File: src/hdl/dcdt_pkg.sv
// Shared types and constants for the dual countdown timer register block.
// Used by dcdt_channel and dual_countdown_timer_regs; depends on nothing else.
package dcdt_pkg;

    localparam int NUM_CHANNELS    = 2;
    localparam int PRESCALE_DIVIDE = 32;
    localparam int PS_W            = $clog2(PRESCALE_DIVIDE);

    localparam int DATA_W = 32;
    localparam int CTRL_W = 8;
    localparam int ADDR_W = 8;
    localparam int IRQ_W  = 2;

    // Control register bits.
    localparam int CTRL_ENABLE   = 0;
    localparam int CTRL_AUTO     = 1;
    localparam int CTRL_INT_EN   = 5;
    localparam int CTRL_PRESCALE = 7;

    // Register offsets within a channel (address bits 3:0).
    localparam logic [3:0] REG_LOAD  = 4'h0;
    localparam logic [3:0] REG_VALUE = 4'h4;
    localparam logic [3:0] REG_CTRL  = 4'h8;

    typedef enum logic [1:0] {
        REQ_READ  = 2'd0,
        REQ_WRITE = 2'd1,
        REQ_TICK  = 2'd2,
        REQ_NONE  = 2'd3
    } req_t;

    typedef struct packed {
        logic              tick;
        logic              wr_load;
        logic              wr_ctrl;
        logic [DATA_W-1:0] wdata;
    } chan_cmd_t;

    typedef struct packed {
        logic [DATA_W-1:0] reload;
        logic [CTRL_W-1:0] ctrl;
        logic [DATA_W-1:0] count;
        logic              irq;
        logic              irq_next;
        logic              pending;
    } chan_stat_t;

endpackage

File: src/hdl/dcdt_channel.sv
// One timer channel: reload, control and count registers with prescaler.
// Depends on dcdt_pkg for the command and status structs.
module dcdt_channel (
    input  logic                  clk,
    input  logic                  rst_n,
    input  dcdt_pkg::chan_cmd_t   cmd,
    output dcdt_pkg::chan_stat_t  stat
);
    import dcdt_pkg::*;

    logic [DATA_W-1:0] reload_reg, reload_next;
    logic [CTRL_W-1:0] ctrl_reg, ctrl_next;
    logic [DATA_W-1:0] count_reg, count_next;
    logic              run_reg, run_next;
    logic [PS_W-1:0]   ps_reg, ps_next;
    logic              pending_reg, pending_next;
    logic              irq_reg, irq_next;
    logic [DATA_W-1:0] start_value;
    logic              ps_wrap;
    logic              do_count;

    // A zero reload value stands for the full 32-bit range.
    assign start_value = (reload_reg == '0) ? '1 : reload_reg;
    assign ps_wrap     = (ps_reg == PS_W'(PRESCALE_DIVIDE - 1));

    always_comb
    begin
        reload_next  = reload_reg;
        ctrl_next    = ctrl_reg;
        count_next   = count_reg;
        run_next     = run_reg;
        ps_next      = ps_reg;
        pending_next = pending_reg;
        irq_next     = irq_reg;
        do_count     = 1'b0;
        if (cmd.wr_load)
        begin
            reload_next = cmd.wdata;
        end
        else if (cmd.wr_ctrl)
        begin
            ctrl_next = cmd.wdata[CTRL_W-1:0];
            ps_next   = '0;
            if (cmd.wdata[CTRL_ENABLE])
            begin
                count_next = start_value;
                run_next   = 1'b1;
            end
            else
            begin
                run_next = 1'b0;
            end
        end
        else if (cmd.tick && run_reg)
        begin
            if (ctrl_reg[CTRL_PRESCALE])
            begin
                ps_next  = ps_wrap ? '0 : ps_reg + PS_W'(1);
                do_count = ps_wrap;
            end
            else
            begin
                do_count = 1'b1;
            end
        end

        if (do_count)
        begin
            if (count_reg > DATA_W'(1))
            begin
                count_next = count_reg - DATA_W'(1);
            end
            else
            begin
                pending_next = 1'b1;
                if (ctrl_reg[CTRL_INT_EN])
                begin
                    irq_next = 1'b1;
                end
                if (ctrl_reg[CTRL_AUTO])
                begin
                    count_next = start_value;
                end
                else
                begin
                    count_next = '0;
                    run_next   = 1'b0;
                end
            end
        end
    end

    always_ff @(posedge clk or negedge rst_n)
    begin
        if (!rst_n)
        begin
            reload_reg  <= '0;
            ctrl_reg    <= '0;
            count_reg   <= '0;
            run_reg     <= 1'b0;
            ps_reg      <= '0;
            pending_reg <= 1'b0;
            irq_reg     <= 1'b0;
        end
        else
        begin
            reload_reg  <= reload_next;
            ctrl_reg    <= ctrl_next;
            count_reg   <= count_next;
            run_reg     <= run_next;
            ps_reg      <= ps_next;
            pending_reg <= pending_next;
            irq_reg     <= irq_next;
        end
    end

    assign stat.reload   = reload_reg;
    assign stat.ctrl     = ctrl_reg;
    assign stat.count    = count_reg;
    assign stat.irq      = irq_reg;
    assign stat.irq_next = irq_next;
    assign stat.pending  = pending_reg;

endmodule

File: src/hdl/dual_countdown_timer_regs.sv
// Top level of the dual countdown timer: request decode, read mux and output buffer.
// Depends on dcdt_pkg and dcdt_channel.
//
//  channel | handshake           | payload
//  --------+---------------------+----------------------------------
//  in      | in_valid / in_stall | req_type, address, write_data
//  out     | out_valid/out_stall | read_data, irq_lines
//
// Each item is decoded and applied to the channel registers in the cycle it is
// accepted; its result is registered in the output register, or in the skid slot
// when that is full. One item per cycle is sustained while out_stall stays low.
// A two-entry output buffer (output register plus skid slot) lets the block take
// a new item while a result waits; in_stall rises only when both are full.
// Reset clears all timer state and empties the buffer.
module dual_countdown_timer_regs (
    input  logic                          clk,
    input  logic                          rst_n,
    input  logic                          in_valid,
    output logic                          in_stall,
    input  logic [1:0]                    req_type,
    input  logic [dcdt_pkg::ADDR_W-1:0]   address,
    input  logic [dcdt_pkg::DATA_W-1:0]   write_data,
    output logic                          out_valid,
    input  logic                          out_stall,
    output logic [dcdt_pkg::DATA_W-1:0]   read_data,
    output logic [dcdt_pkg::IRQ_W-1:0]    irq_lines
);
    import dcdt_pkg::*;

    chan_cmd_t   cmd  [NUM_CHANNELS];
    chan_stat_t  stat [NUM_CHANNELS];

    logic              push;
    logic              pop;
    logic [3:0]        chan_sel;
    logic [3:0]        reg_sel;
    logic [DATA_W-1:0] rd_value;
    logic [IRQ_W-1:0]  irq_vec;

    logic              head_valid_reg;
    logic [DATA_W-1:0] head_data_reg;
    logic [IRQ_W-1:0]  head_irq_reg;
    logic              skid_valid_reg;
    logic [DATA_W-1:0] skid_data_reg;
    logic [IRQ_W-1:0]  skid_irq_reg;

    assign push     = in_valid && !in_stall;
    assign pop      = head_valid_reg && !out_stall;
    assign chan_sel = address[7:4];
    assign reg_sel  = address[3:0];

    genvar g;
    generate
        for (g = 0; g < NUM_CHANNELS; g++)
        begin : g_chan
            always_comb
            begin
                cmd[g].tick    = push && (req_type == REQ_TICK);
                cmd[g].wr_load = push && (req_type == REQ_WRITE)
                                 && (chan_sel == 4'(g)) && (reg_sel == REG_LOAD);
                cmd[g].wr_ctrl = push && (req_type == REQ_WRITE)
                                 && (chan_sel == 4'(g)) && (reg_sel == REG_CTRL);
                cmd[g].wdata   = write_data;
            end

            dcdt_channel u_chan (
                .clk   (clk),
                .rst_n (rst_n),
                .cmd   (cmd[g]),
                .stat  (stat[g])
            );
        end

        // Only the first two channels have interrupt lines.
        for (g = 0; g < IRQ_W; g++)
        begin : g_irq
            if (g < NUM_CHANNELS)
            begin : g_on
                assign irq_vec[g] = stat[g].irq_next;
            end
            else
            begin : g_off
                assign irq_vec[g] = 1'b0;
            end
        end
    endgenerate

    // Out-of-range channels and unknown offsets match no arm and read zero.
    always_comb
    begin
        rd_value = '0;
        if (req_type == REQ_READ)
        begin
            for (int c = 0; c < NUM_CHANNELS; c++)
            begin
                if (chan_sel == 4'(c))
                begin
                    unique case (reg_sel)
                        REG_LOAD:  rd_value = stat[c].reload;
                        REG_VALUE: rd_value = stat[c].count;
                        REG_CTRL:  rd_value = DATA_W'(stat[c].ctrl);
                        default:   rd_value = '0;
                    endcase
                end
            end
        end
    end

    always_ff @(posedge clk or negedge rst_n)
    begin
        if (!rst_n)
        begin
            head_valid_reg <= 1'b0;
            skid_valid_reg <= 1'b0;
        end
        else
        begin
            if (pop)
            begin
                if (skid_valid_reg)
                begin
                    skid_valid_reg <= 1'b0;
                end
                else
                begin
                    head_valid_reg <= push;
                end
            end
            else if (push)
            begin
                if (head_valid_reg)
                begin
                    skid_valid_reg <= 1'b1;
                end
                else
                begin
                    head_valid_reg <= 1'b1;
                end
            end
        end
    end

    always_ff @(posedge clk)
    begin
        if (pop)
        begin
            if (skid_valid_reg)
            begin
                head_data_reg <= skid_data_reg;
                head_irq_reg  <= skid_irq_reg;
            end
            else if (push)
            begin
                head_data_reg <= rd_value;
                head_irq_reg  <= irq_vec;
            end
        end
        else if (push)
        begin
            if (head_valid_reg)
            begin
                skid_data_reg <= rd_value;
                skid_irq_reg  <= irq_vec;
            end
            else
            begin
                head_data_reg <= rd_value;
                head_irq_reg  <= irq_vec;
            end
        end
    end

    assign in_stall  = skid_valid_reg;
    assign out_valid = head_valid_reg;
    assign read_data = head_data_reg;
    assign irq_lines = head_irq_reg;

    // The skid slot is only ever filled behind a full output register.
    a_skid_behind_head : assert property (@(posedge clk) disable iff (!rst_n)
        skid_valid_reg |-> head_valid_reg)
        else $error("skid slot holds an item while the output register is empty");

    generate
        for (g = 0; g < NUM_CHANNELS; g++)
        begin : g_chk
            // An interrupt can only have been raised by an expiry.
            a_irq_implies_pending : assert property (@(posedge clk) disable iff (!rst_n)
                stat[g].irq |-> stat[g].pending)
                else $error("interrupt line high without a pending expiry");

            // Interrupt lines are cleared by reset alone.
            a_irq_sticky : assert property (@(posedge clk) disable iff (!rst_n)
                stat[g].irq |=> stat[g].irq)
                else $error("interrupt line dropped without reset");
        end
    endgenerate

endmodule

File: config.mk
export PLATFORM = sky130hd
export DESIGN_NAME = dual_countdown_timer_regs
export DESIGN_NICKNAME = d
export VERILOG_FILES = /design/src/hdl/dcdt_pkg.sv /design/src/hdl/dcdt_channel.sv /design/src/hdl/dual_countdown_timer_regs.sv
export SDC_FILE = /design/constraint.sdc
export NUM_CORES = 1
export LEC_CHECK = 0
export BUFFER_PORTS_ARGS = -buffer_cell sky130_fd_sc_hd__buf_2
export CAP_MARGIN = 20
export CORE_MARGIN = 4
export CORE_UTILIZATION = 45
export DETAILED_ROUTE_END_ITERATION = 16
export GPL_TIMING_DRIVEN = 1
export PLACE_DENSITY = 0.59
export SETUP_SLACK_MARGIN = 0.15
export SYNTH_ARGS = -nofsm -noshare
export SYNTH_HDL_FRONTEND = slang
export SYNTH_SLANG_ARGS = --single-unit
File: constraint.sdc
create_clock -name clk -period 4 [get_ports clk]
set_clock_uncertainty 0.1 [all_clocks]
set_input_delay 0.6 -clock clk [delete_from_list [all_inputs] [get_ports clk]]
set_output_delay 0.6 -clock clk [all_outputs]
set_load 0.01 [all_outputs]
==> results.yml, run 1 <==
power_and_ir_drop:
  max-vdd-ir-drop_mv: 0.323
  leakagePower_nw: 5.82
  p_clk_share_pct: 40.4
  swShare_pct: 26.1
  power_density_mw_per_mm2: 455
  p_int_mw: 4.52
  p_sw_mw: 1.60
  pwr-share-comb_pct: 14.7
  fin_total_pwr_mw: 6.11
  seq_power_share_pct: 44.9
sta:
  fin_ws_ns: 0.759
  fmax_mhz: 309
  slew_headroom_pct: 27.5
  fin_crit_ns: 3.24
  fin_crit_sh_pct: 81.0
  drv_slew: 0
  hold_viol_final: 0
  worstMarginPinSlew_ns: 1.08
  rsz0062_at_grt: "no"
  hold_ws_ns: 0.233
  finalSetupTns_ns: 0
  setup-violations-final: 0
drt:
  dr.pass1.iters: 6
  vias: 9548
  route.detailed.drc: 0
  viasPerCell: 6.24
  drt-initial-drc-count: 1082
  wl_per_cell_um: 21.7
  postRouteAntennaNets: 0
  drt-total-wl_mm: 33.2
global_routing:
  grt_util_all_layers_pct: 22.6
  antenna_found_initial: 1
  grt.overflow.total: 0
  grt_max_degree: 119
  grt_pass1_vias: 8977
  grt_pass1_wl_mm: 52.1
cts:
  htreeDepth: 1
  ctsLongestPathBuffers: 3
  post-cts-setup-buffers: 0
  clk_pin_slew_worst_paths_ns: 0.07
  cts_buffers: 25
  cts.sinks: 228
  cts_hold_repair.buffers: 1
  tritoncts: "built"
  ctsRootBufferMaster: "clkbuf_16"
  cts_resized: 0
  insertion_delay_ns: 0.52
placed_design:
  pre_cts_ws_ns: 0.808
  dp_cells: 1483
  port_buffers: 81
  dp_hpwl_mm: 23.4
  routabilityCongestion: 0.891
  place_area_mm2: 0.0125
min_path:
  hp-class: "primary input to flop"
  whs_path_depth: 2
  hold_end: "g_chan[0].u_chan.reload_reg[22]"
  hp-start: "write_data[22]"
cells_and_area:
  final_core_util_pct: 53.0
  final_nets: 1236
  layout-drive-gt1-share_pct: 22.4
  layout_commonest_cell: "dfrtp_1"
  final_cells: 1531
  nFillCells: 2321
  multi_input_area_mm2: 0.00535
  n_antenna_cell: 0
  syn2layout_area_growth_pct: 15.0
  final_area_mm2: 0.0134
  final_cell_mix: "dfrtp_1, nand2_1, mux2_2, o21ai_0, buf_2"
  regArea_mm2: 0.00605
setup_path:
  crit_required_ns: 4.31
  rr_worst_depth: 7
  endpoint_kind: "flop"
  r2r-end: "g_chan[0].u_chan.count_reg[18]"
  critPathKind: "flop to flop"
  r2r_slack_ns: 0.76
  arrival_ns: 3.55
  r2r-start: "g_chan[0].u_chan.count_reg[16]"
  start_kind: "flop"
  cp_max_fo: 21
logic_synthesis:
  synthFlopType: "dfrtp_1"
  synth_area_mm2: 0.0117
  synth_cells: 1116
  synth_nets: 1170
  synth-warning-count: 0
  synth.ff_latch_count: 228
  ys_seq_area_share_pct: 51.8
  synth_cell_types: 69
  synth_edf_count: 68
  avgSynthCellArea_um2: 10.5
  synthArstFlopShare_pct: 70.2
floorplan:
  start_util_pct: 46.1
  core_mm2: 0.0253
  die_w_um: 169
  num_rows: 58
  ios: 82
  chipHeight_um: 169
  dieArea_mm2: 0.0286
job:
  maxCapViolCount: 0
run_status:
  status: "finished, final reports clean"
-- critical path, stage by stage, from the launching register on --
cell and delay, ns:
dfrtp_1 0.43, or4_1 0.69, nor4_4 0.41, and4_1 0.44
buf_4 0.22, or2b_2 0.40, o21ai_1 0.14, a211o_1 0.30
-- cell usage after synthesis (26+ instances only) --
library cell	count	area (um2)
nor4_1	36	225
and2_1	37	231
clkbuf_1	61	229
nor3_1	30	150
o21ai_0	80	400
a21oi_1	31	155
nand3_1	26	130
nor2_1	76	285
dfrtp_1	160	4000
o22ai_1	38	238
edfxtp_1	68	2040
a22oi_1	48	360
nand2_1	118	443
mux2_2	99	1110
-- worst max-delay path by stage --
stage,cells after the start,startpoint,end
2_1_floorplan,2,out_stall,irq_lines[0]
3_3_place_gp,7,g_chan[0].u_chan.count_reg[16],g_chan[0].u_chan.count_reg[18]
3_5_place_dp,7,g_chan[0].u_chan.count_reg[16],g_chan[0].u_chan.count_reg[18]
4_1_cts,7,g_chan[0].u_chan.count_reg[16],g_chan[0].u_chan.count_reg[18]
5_1_grt,7,g_chan[0].u_chan.count_reg[16],g_chan[0].u_chan.count_reg[18]
6_report,7,g_chan[0].u_chan.count_reg[16],g_chan[0].u_chan.count_reg[18]
-- metal layers --
layer  up-vias  share of wire, %  global-route usage, %
met4         0               2.2                   5.32
met2       396                44                   33.7
met3        53               9.1                   4.74
met1      4685                45                   34.1
li1       4414                 -                      -
met5         -                 0                      0
-- power groups by stage --
stage / sequential [mW] / clock [mW] / combinational (mW)
4_1_cts: 2.75 / 2.52 / 0.889
6_report: 2.74 / 2.47 / 0.901
5_1_grt: 2.77 / 2.62 / 0.986
3_5_place_dp: 2.79 / 0 / 0.884
3_3_place_gp: 2.79 / 0 / 0.879
2_1_floorplan: 2.87 / 0 / 0.430
-- layout make-up --
cell class / instances / area share [%]
Multi-Input combinational cell: 808 / 39.9
Timing Repair Buffer: 110 / 5.17
Tap cell: 330 / 3.08
Sequential cell: 228 / 45.0
Inverter: 9 / 0.252
Clock buffer: 32 / 5.08
Clock inverter: 14 / 1.53
-- cells by family (layout without fill, tap and decap cells) --
kind of cell / count (synthesis) / in the layout / share of synthesized area [%]
and+or+nand+nor: 397 / 397 / 17.4
muxes: 100 / 100 / 9.64
adders and majority gates: 8 / 8 / 0.857
buffers and inverters: 80 / 165 / 2.77
DFF: 228 / 228 / 51.8
AOI/OAI and AO/OA: 303 / 303 / 17.5
(Power assumes the default switching activity.)
==> run 2, diff against run 1 <==
clock period = 3.1 ns   (was 4 ns; I/O delays follow)
==> run 2 against run 1 <==
Against the previous run: global-route usage grew 0.76 points; register-to-register slack lost 0.52 ns; utilization grew 0.94 points; critical path depth grew 3; worst hold slack lost 0.15 ns; setup slack lost 0.52 ns; sequential power grew 29%; clock power grew 28%; count of clock-buffer cells in the layout grew 2; critical endpoint is now g_chan[0].u_chan.count_reg[22].
==> results.yml, run 2 (same netlist as run 1, synthesis figures left out) <==
run_status:
  status: "finished, final reports clean"
floorplan:
  chipHeight_um: 169
  dieArea_mm2: 0.0286
  start_util_pct: 46.1
  die_w_um: 169
  ios: 82
  core_mm2: 0.0253
  num_rows: 58
cells_and_area:
  final_area_mm2: 0.0137
  final_core_util_pct: 54.0
  final_nets: 1263
  layout_commonest_cell: "dfrtp_1"
  final_cell_mix: "dfrtp_1, nand2_1, mux2_2, o21ai_0, buf_2"
  syn2layout_area_growth_pct: 17.1
  layout-drive-gt1-share_pct: 24.1
  n_antenna_cell: 0
  nFillCells: 2260
power_and_ir_drop:
  max-vdd-ir-drop_mv: 0.369
  power_density_mw_per_mm2: 576
  pwr-share-comb_pct: 15.0
  seq_power_share_pct: 45.0
  leakagePower_nw: 5.94
  swShare_pct: 26.6
  p_sw_mw: 2.10
  p_int_mw: 5.78
  fin_total_pwr_mw: 7.87
  p_clk_share_pct: 40.0
global_routing:
  antenna_found_initial: 0
  grt_max_degree: 74
  grt_util_all_layers_pct: 23.4
  grt.overflow.total: 0
  grt_pass1_wl_mm: 53.5
  grt_pass1_vias: 9268
drt:
  route.detailed.drc: 0
  wl_per_cell_um: 22.2
  vias: 9816
  drt-initial-drc-count: 1128
  postRouteAntennaNets: 0
  drt-total-wl_mm: 34.5
  dr.pass1.iters: 8
  viasPerCell: 6.30
sta:
  fin_crit_ns: 2.86
  fin_crit_sh_pct: 92.2
  rsz0062_at_grt: "no"
  fmax_mhz: 350
  finalSetupTns_ns: 0
  worstMarginPinSlew_ns: 0.849
  hold_ws_ns: 0.0825
  hold_viol_final: 0
  slew_headroom_pct: 43.4
  setup-violations-final: 0
  drv_slew: 0
setup_path:
  crit_required_ns: 3.43
  cp_max_fo: 16
  arrival_ns: 3.19
  endpoint_kind: "flop"
  start_kind: "flop"
  critPathKind: "flop to flop"
cts:
  cts.sinks: 228
  tritoncts: "built"
  ctsLongestPathBuffers: 3
  clk_pin_slew_worst_paths_ns: 0.06
  htreeDepth: 1
  insertion_delay_ns: 0.54
  cts_buffers: 26
  ctsRootBufferMaster: "clkbuf_16"
placed_design:
  dp_hpwl_mm: 24.0
  port_buffers: 81
  routabilityCongestion: 0.930
  place_area_mm2: 0.0127
min_path:
  hp-class: "primary input to flop"
job:
  maxCapViolCount: 0
-- run 2: cell types whose count changed in the layout (fill, tap and decap cells not counted), moves of 2 or more --
cell | before | now
buf_12 | 5 | 7
buf_4 | 23 | 46
clkbuf_1 | 4 | 7
clkbuf_16 | 25 | 27
clkbuf_8 | 3 | 0
clkinv_1 | 2 | 6
-- run 2: what timing repair did --
item | in CTS | in global routing
endpoints found under the hold margin | 69 | 0
endpoints found under the setup margin | 1 | 27
pin swaps | 1 | 2
buffers inserted | 0 | 0
hold buffers | 1 | 0
cloned | 0 | 1
gates resized for setup | 0 | 7
-- run 2: final cells by class --
class                   count  area [um2]  share of cell area (%)
flip-flops and latches    228        6050                    44.2
inverters                   9        33.8                   0.247
clock inverters            14         165                    1.21
well taps                 330         413                    3.02
repair buffers            135         907                    6.64
multi-input cells         809        5400                    39.5
clock buffers              34         702                    5.14
-- run 2: stage by stage --
step / cells / setup WS [ns]
5_1_grt: 1559 / 0.151
4_1_cts: 1558 / 0.153
6_report: 1559 / 0.242
3_5_place_dp: 1509 / 0.172
3_3_place_gp: 1509 / 0.201
2_1_floorplan: 1116 / 0.325
-- run 2: path summary, 6_finish.rpt --
| check | startpoint | end | slack [ns] | cells past startpoint |
|---|---|---|---|---|
| hold reg to reg | g_chan[1].u_chan.ctrl_reg[0] | g_chan[1].u_chan.ctrl_reg[0] | 0.39 | 2 |
| setup / recovery | g_chan[0].u_chan.ps_reg[0] | g_chan[0].u_chan.count_reg[22] | 0.24 | 10 |
| hold / removal | write_data[4] | g_chan[1].u_chan.ctrl_reg[4] | 0.08 | 3 |
| setup reg to reg | g_chan[0].u_chan.ps_reg[0] | g_chan[0].u_chan.count_reg[22] | 0.24 | 10 |
| max in group asynchronous | rst_n | g_chan[0].u_chan.count_reg[18] | 1.70 | 3 |
| min in group asynchronous | rst_n | g_chan[1].u_chan.ps_reg[0] | 0.43 | 2 |
-- run 2: power by group through the flow --
| stage | combinational (mW) | clock [mW] | sequential, mW |
|---|---|---|---|
| after CTS | 1.19 | 3.20 | 3.55 |
| final | 1.18 | 3.15 | 3.54 |
| after global routing | 1.29 | 3.32 | 3.58 |
| after global placement | 1.18 | 0 | 3.59 |
| after detailed placement | 1.18 | 0 | 3.60 |
| after floorplan | 0.556 | 0 | 3.70 |
-- run 2: routing by layer --
layer	part of all wire, %	vias up	wire length (um)	global-route usage (%)
met5	0	-	0	0
met4	2.1	0	733	5.18
met3	9.1	58	3160	4.65
met2	44	479	15200	35.1
met1	45	4803	15400	35.3
li1	-	4476	-	-
-- run 2: critical path: stages, from the launching register on --
cell       delay, ns
dfrtp_1         0.41
ha_1            0.20
and3_1          0.17
ha_2            0.23
nand2b_1        0.15
and3_2          0.29
buf_4           0.17
or2b_2          0.38
buf_12          0.18
or3_1           0.36
o2111ai_1       0.12
==> run 3, diff against run 2 <==
CAP_MARGIN = default   (was 20)
REMOVE_ABC_BUFFERS = 1   (was default)
==> run 3 against run 2 <==
Against the previous run: global-route usage up 0.48 points; critical path depth fell by 3; clock power grew 9.2%; non-clock buffer count is 4 higher; routed wire length shrank 0.45%.
==> results.yml, run 3 (same netlist as run 1, synthesis figures left out) <==
floorplan:
  start_util_pct: 46.1
  chipHeight_um: 169
  num_rows: 58
  core_mm2: 0.0253
  die_w_um: 169
  dieArea_mm2: 0.0286
  ios: 82
power_and_ir_drop:
  power_density_mw_per_mm2: 593
  seq_power_share_pct: 43.5
  leakagePower_nw: 6.01
  p_int_mw: 6.05
  p_sw_mw: 2.10
  max-vdd-ir-drop_mv: 0.376
  p_clk_share_pct: 42.2
  pwr-share-comb_pct: 14.3
  swShare_pct: 25.7
cts:
  ctsLongestPathBuffers: 3
  clk_pin_slew_worst_paths_ns: 0.06
  cts_buffers: 26
  cts.sinks: 228
  ctsRootBufferMaster: "clkbuf_16"
  insertion_delay_ns: 0.55
  tritoncts: "built"
  htreeDepth: 1
drt:
  top_layer_used: "met5"
  route.detailed.drc: 0
  wl_per_cell_um: 22.0
  dr_wl_met2_mm: 15.3
  dr_wl_met3_mm: 2.66
  postRouteAntennaNets: 0
  drt-initial-drc-count: 1239
  viasPerCell: 6.22
  drt-total-wl_mm: 34.4
  dr.pass1.iters: 6
  vias: 9713
  wl_met1_mm: 15.6
min_path:
  hp-class: "primary input to flop"
sta:
  hold_ws_ns: 0.0756
  setup-violations-final: 0
  drv_slew: 0
  worstMarginPinSlew_ns: 0.755
  slew_headroom_pct: 49.6
  rsz0062_at_grt: "no"
  fmax_mhz: 358
  hold_viol_final: 0
  fin_crit_sh_pct: 90.0
  fin_ws_ns: 0.311
  fin_crit_ns: 2.79
placed_design:
  routabilityCongestion: 0.918
  port_buffers: 81
  dp_hpwl_mm: 24.2
  pre_cts_ws_ns: 0.296
cells_and_area:
  final_nets: 1266
  regArea_mm2: 0.00605
  layout-drive-gt1-share_pct: 24.5
  n_antenna_cell: 0
  final_core_util_pct: 54.2
  nFillCells: 2250
  final_cell_mix: "dfrtp_1, nand2_1, mux2_2, o21ai_0, buf_2"
  multi_input_area_mm2: 0.00536
  syn2layout_area_growth_pct: 17.6
  layout_commonest_cell: "dfrtp_1"
setup_path:
  cp_max_fo: 10
  critPathKind: "flop to flop"
  crit_required_ns: 3.41
  endpoint_kind: "flop"
  arrival_ns: 3.10
  start_kind: "flop"
global_routing:
  grt_pass1_vias: 9322
  grt_max_degree: 71
  grt_pass1_wl_mm: 54.6
  grt.overflow.total: 0
  antenna_found_initial: 1
  grt_util_all_layers_pct: 23.9
job:
  maxCapViolCount: 0
run_status:
  status: "finished, final reports clean"
==> run 3: per-layer routing <==
layer | up-vias | global-route usage, %
met2 | 401 | 36.2
met1 | 4772 | 35.8
met5 | - | 0
li1 | 4487 | -
met3 | 51 | 3.71
met4 | 2 | 6.37
==> run 3: layout make-up <==
class	count	share of cell area, %
clock buffer	39	5.84
clock inverter	8	1.20
inverter	9	0.246
multi-input combinational	808	39.0
sequential	228	44.0
tap	330	3.01
timing repair buffer	139	6.64
==> run 3: metrics by stage <==
| stage | setup TNS, ns | instances | instance area [um2] | power [mW] |
|---|---|---|---|---|
| final | 0 | 1561 | 13700 | 8.14 |
| after global routing | 0 | 1561 | 13700 | 8.47 |
| after CTS | 0 | 1561 | 13700 | 8.22 |
| after detailed placement | 0 | 1513 | 12700 | 4.77 |
| after global placement | 0 | 1513 | 12700 | 4.76 |
| after floorplan | -589.98 | 1045 | 11400 | 4.24 |
==> run 3: power groups by stage <==
stage / registers [mW] / clock network, mW / logic (mW)
2_1_floorplan: 3.71 / 0 / 0.533
3_3_place_gp: 3.59 / 0 / 1.16
3_5_place_dp: 3.60 / 0 / 1.17
4_1_cts: 3.55 / 3.50 / 1.17
5_1_grt: 3.58 / 3.62 / 1.27
6_report: 3.54 / 3.44 / 1.16
==> run 3: final timing paths <==
check	start	end	slack [ns]	cells past startpoint
min	write_data[7]	g_chan[1].u_chan.ctrl_reg[7]	0.08	3
max in group asynchronous	rst_n	g_chan[0].u_chan.count_reg[31]	1.69	3
min reg2reg	g_chan[0].u_chan.ctrl_reg[0]	g_chan[0].u_chan.ctrl_reg[0]	0.39	2
max	g_chan[0].u_chan.count_reg[12]	g_chan[0].u_chan.count_reg[23]	0.31	7
min in group asynchronous	rst_n	g_chan[1].u_chan.ps_reg[2]	0.39	2
max reg2reg	g_chan[0].u_chan.count_reg[12]	g_chan[0].u_chan.count_reg[23]	0.31	7
==> run 3: what timing repair did <==
item / CTS / global route
resized for setup: 0 / 2
setup buffers: 0 / 0
endpoints found under the setup margin: 0 / 3
hold buffers: 1 / 0
hold endpoints to repair: 65 / 0
==> run 3: worst max-delay path, stage by stage, from the launching register on <==
cell,delay [ns]
dfrtp_1,0.42
or4_1,0.64
nor4_1,0.33
and4_1,0.38
or2b_2,0.29
buf_4,0.19
o22ai_1,0.09
a211o_1,0.24
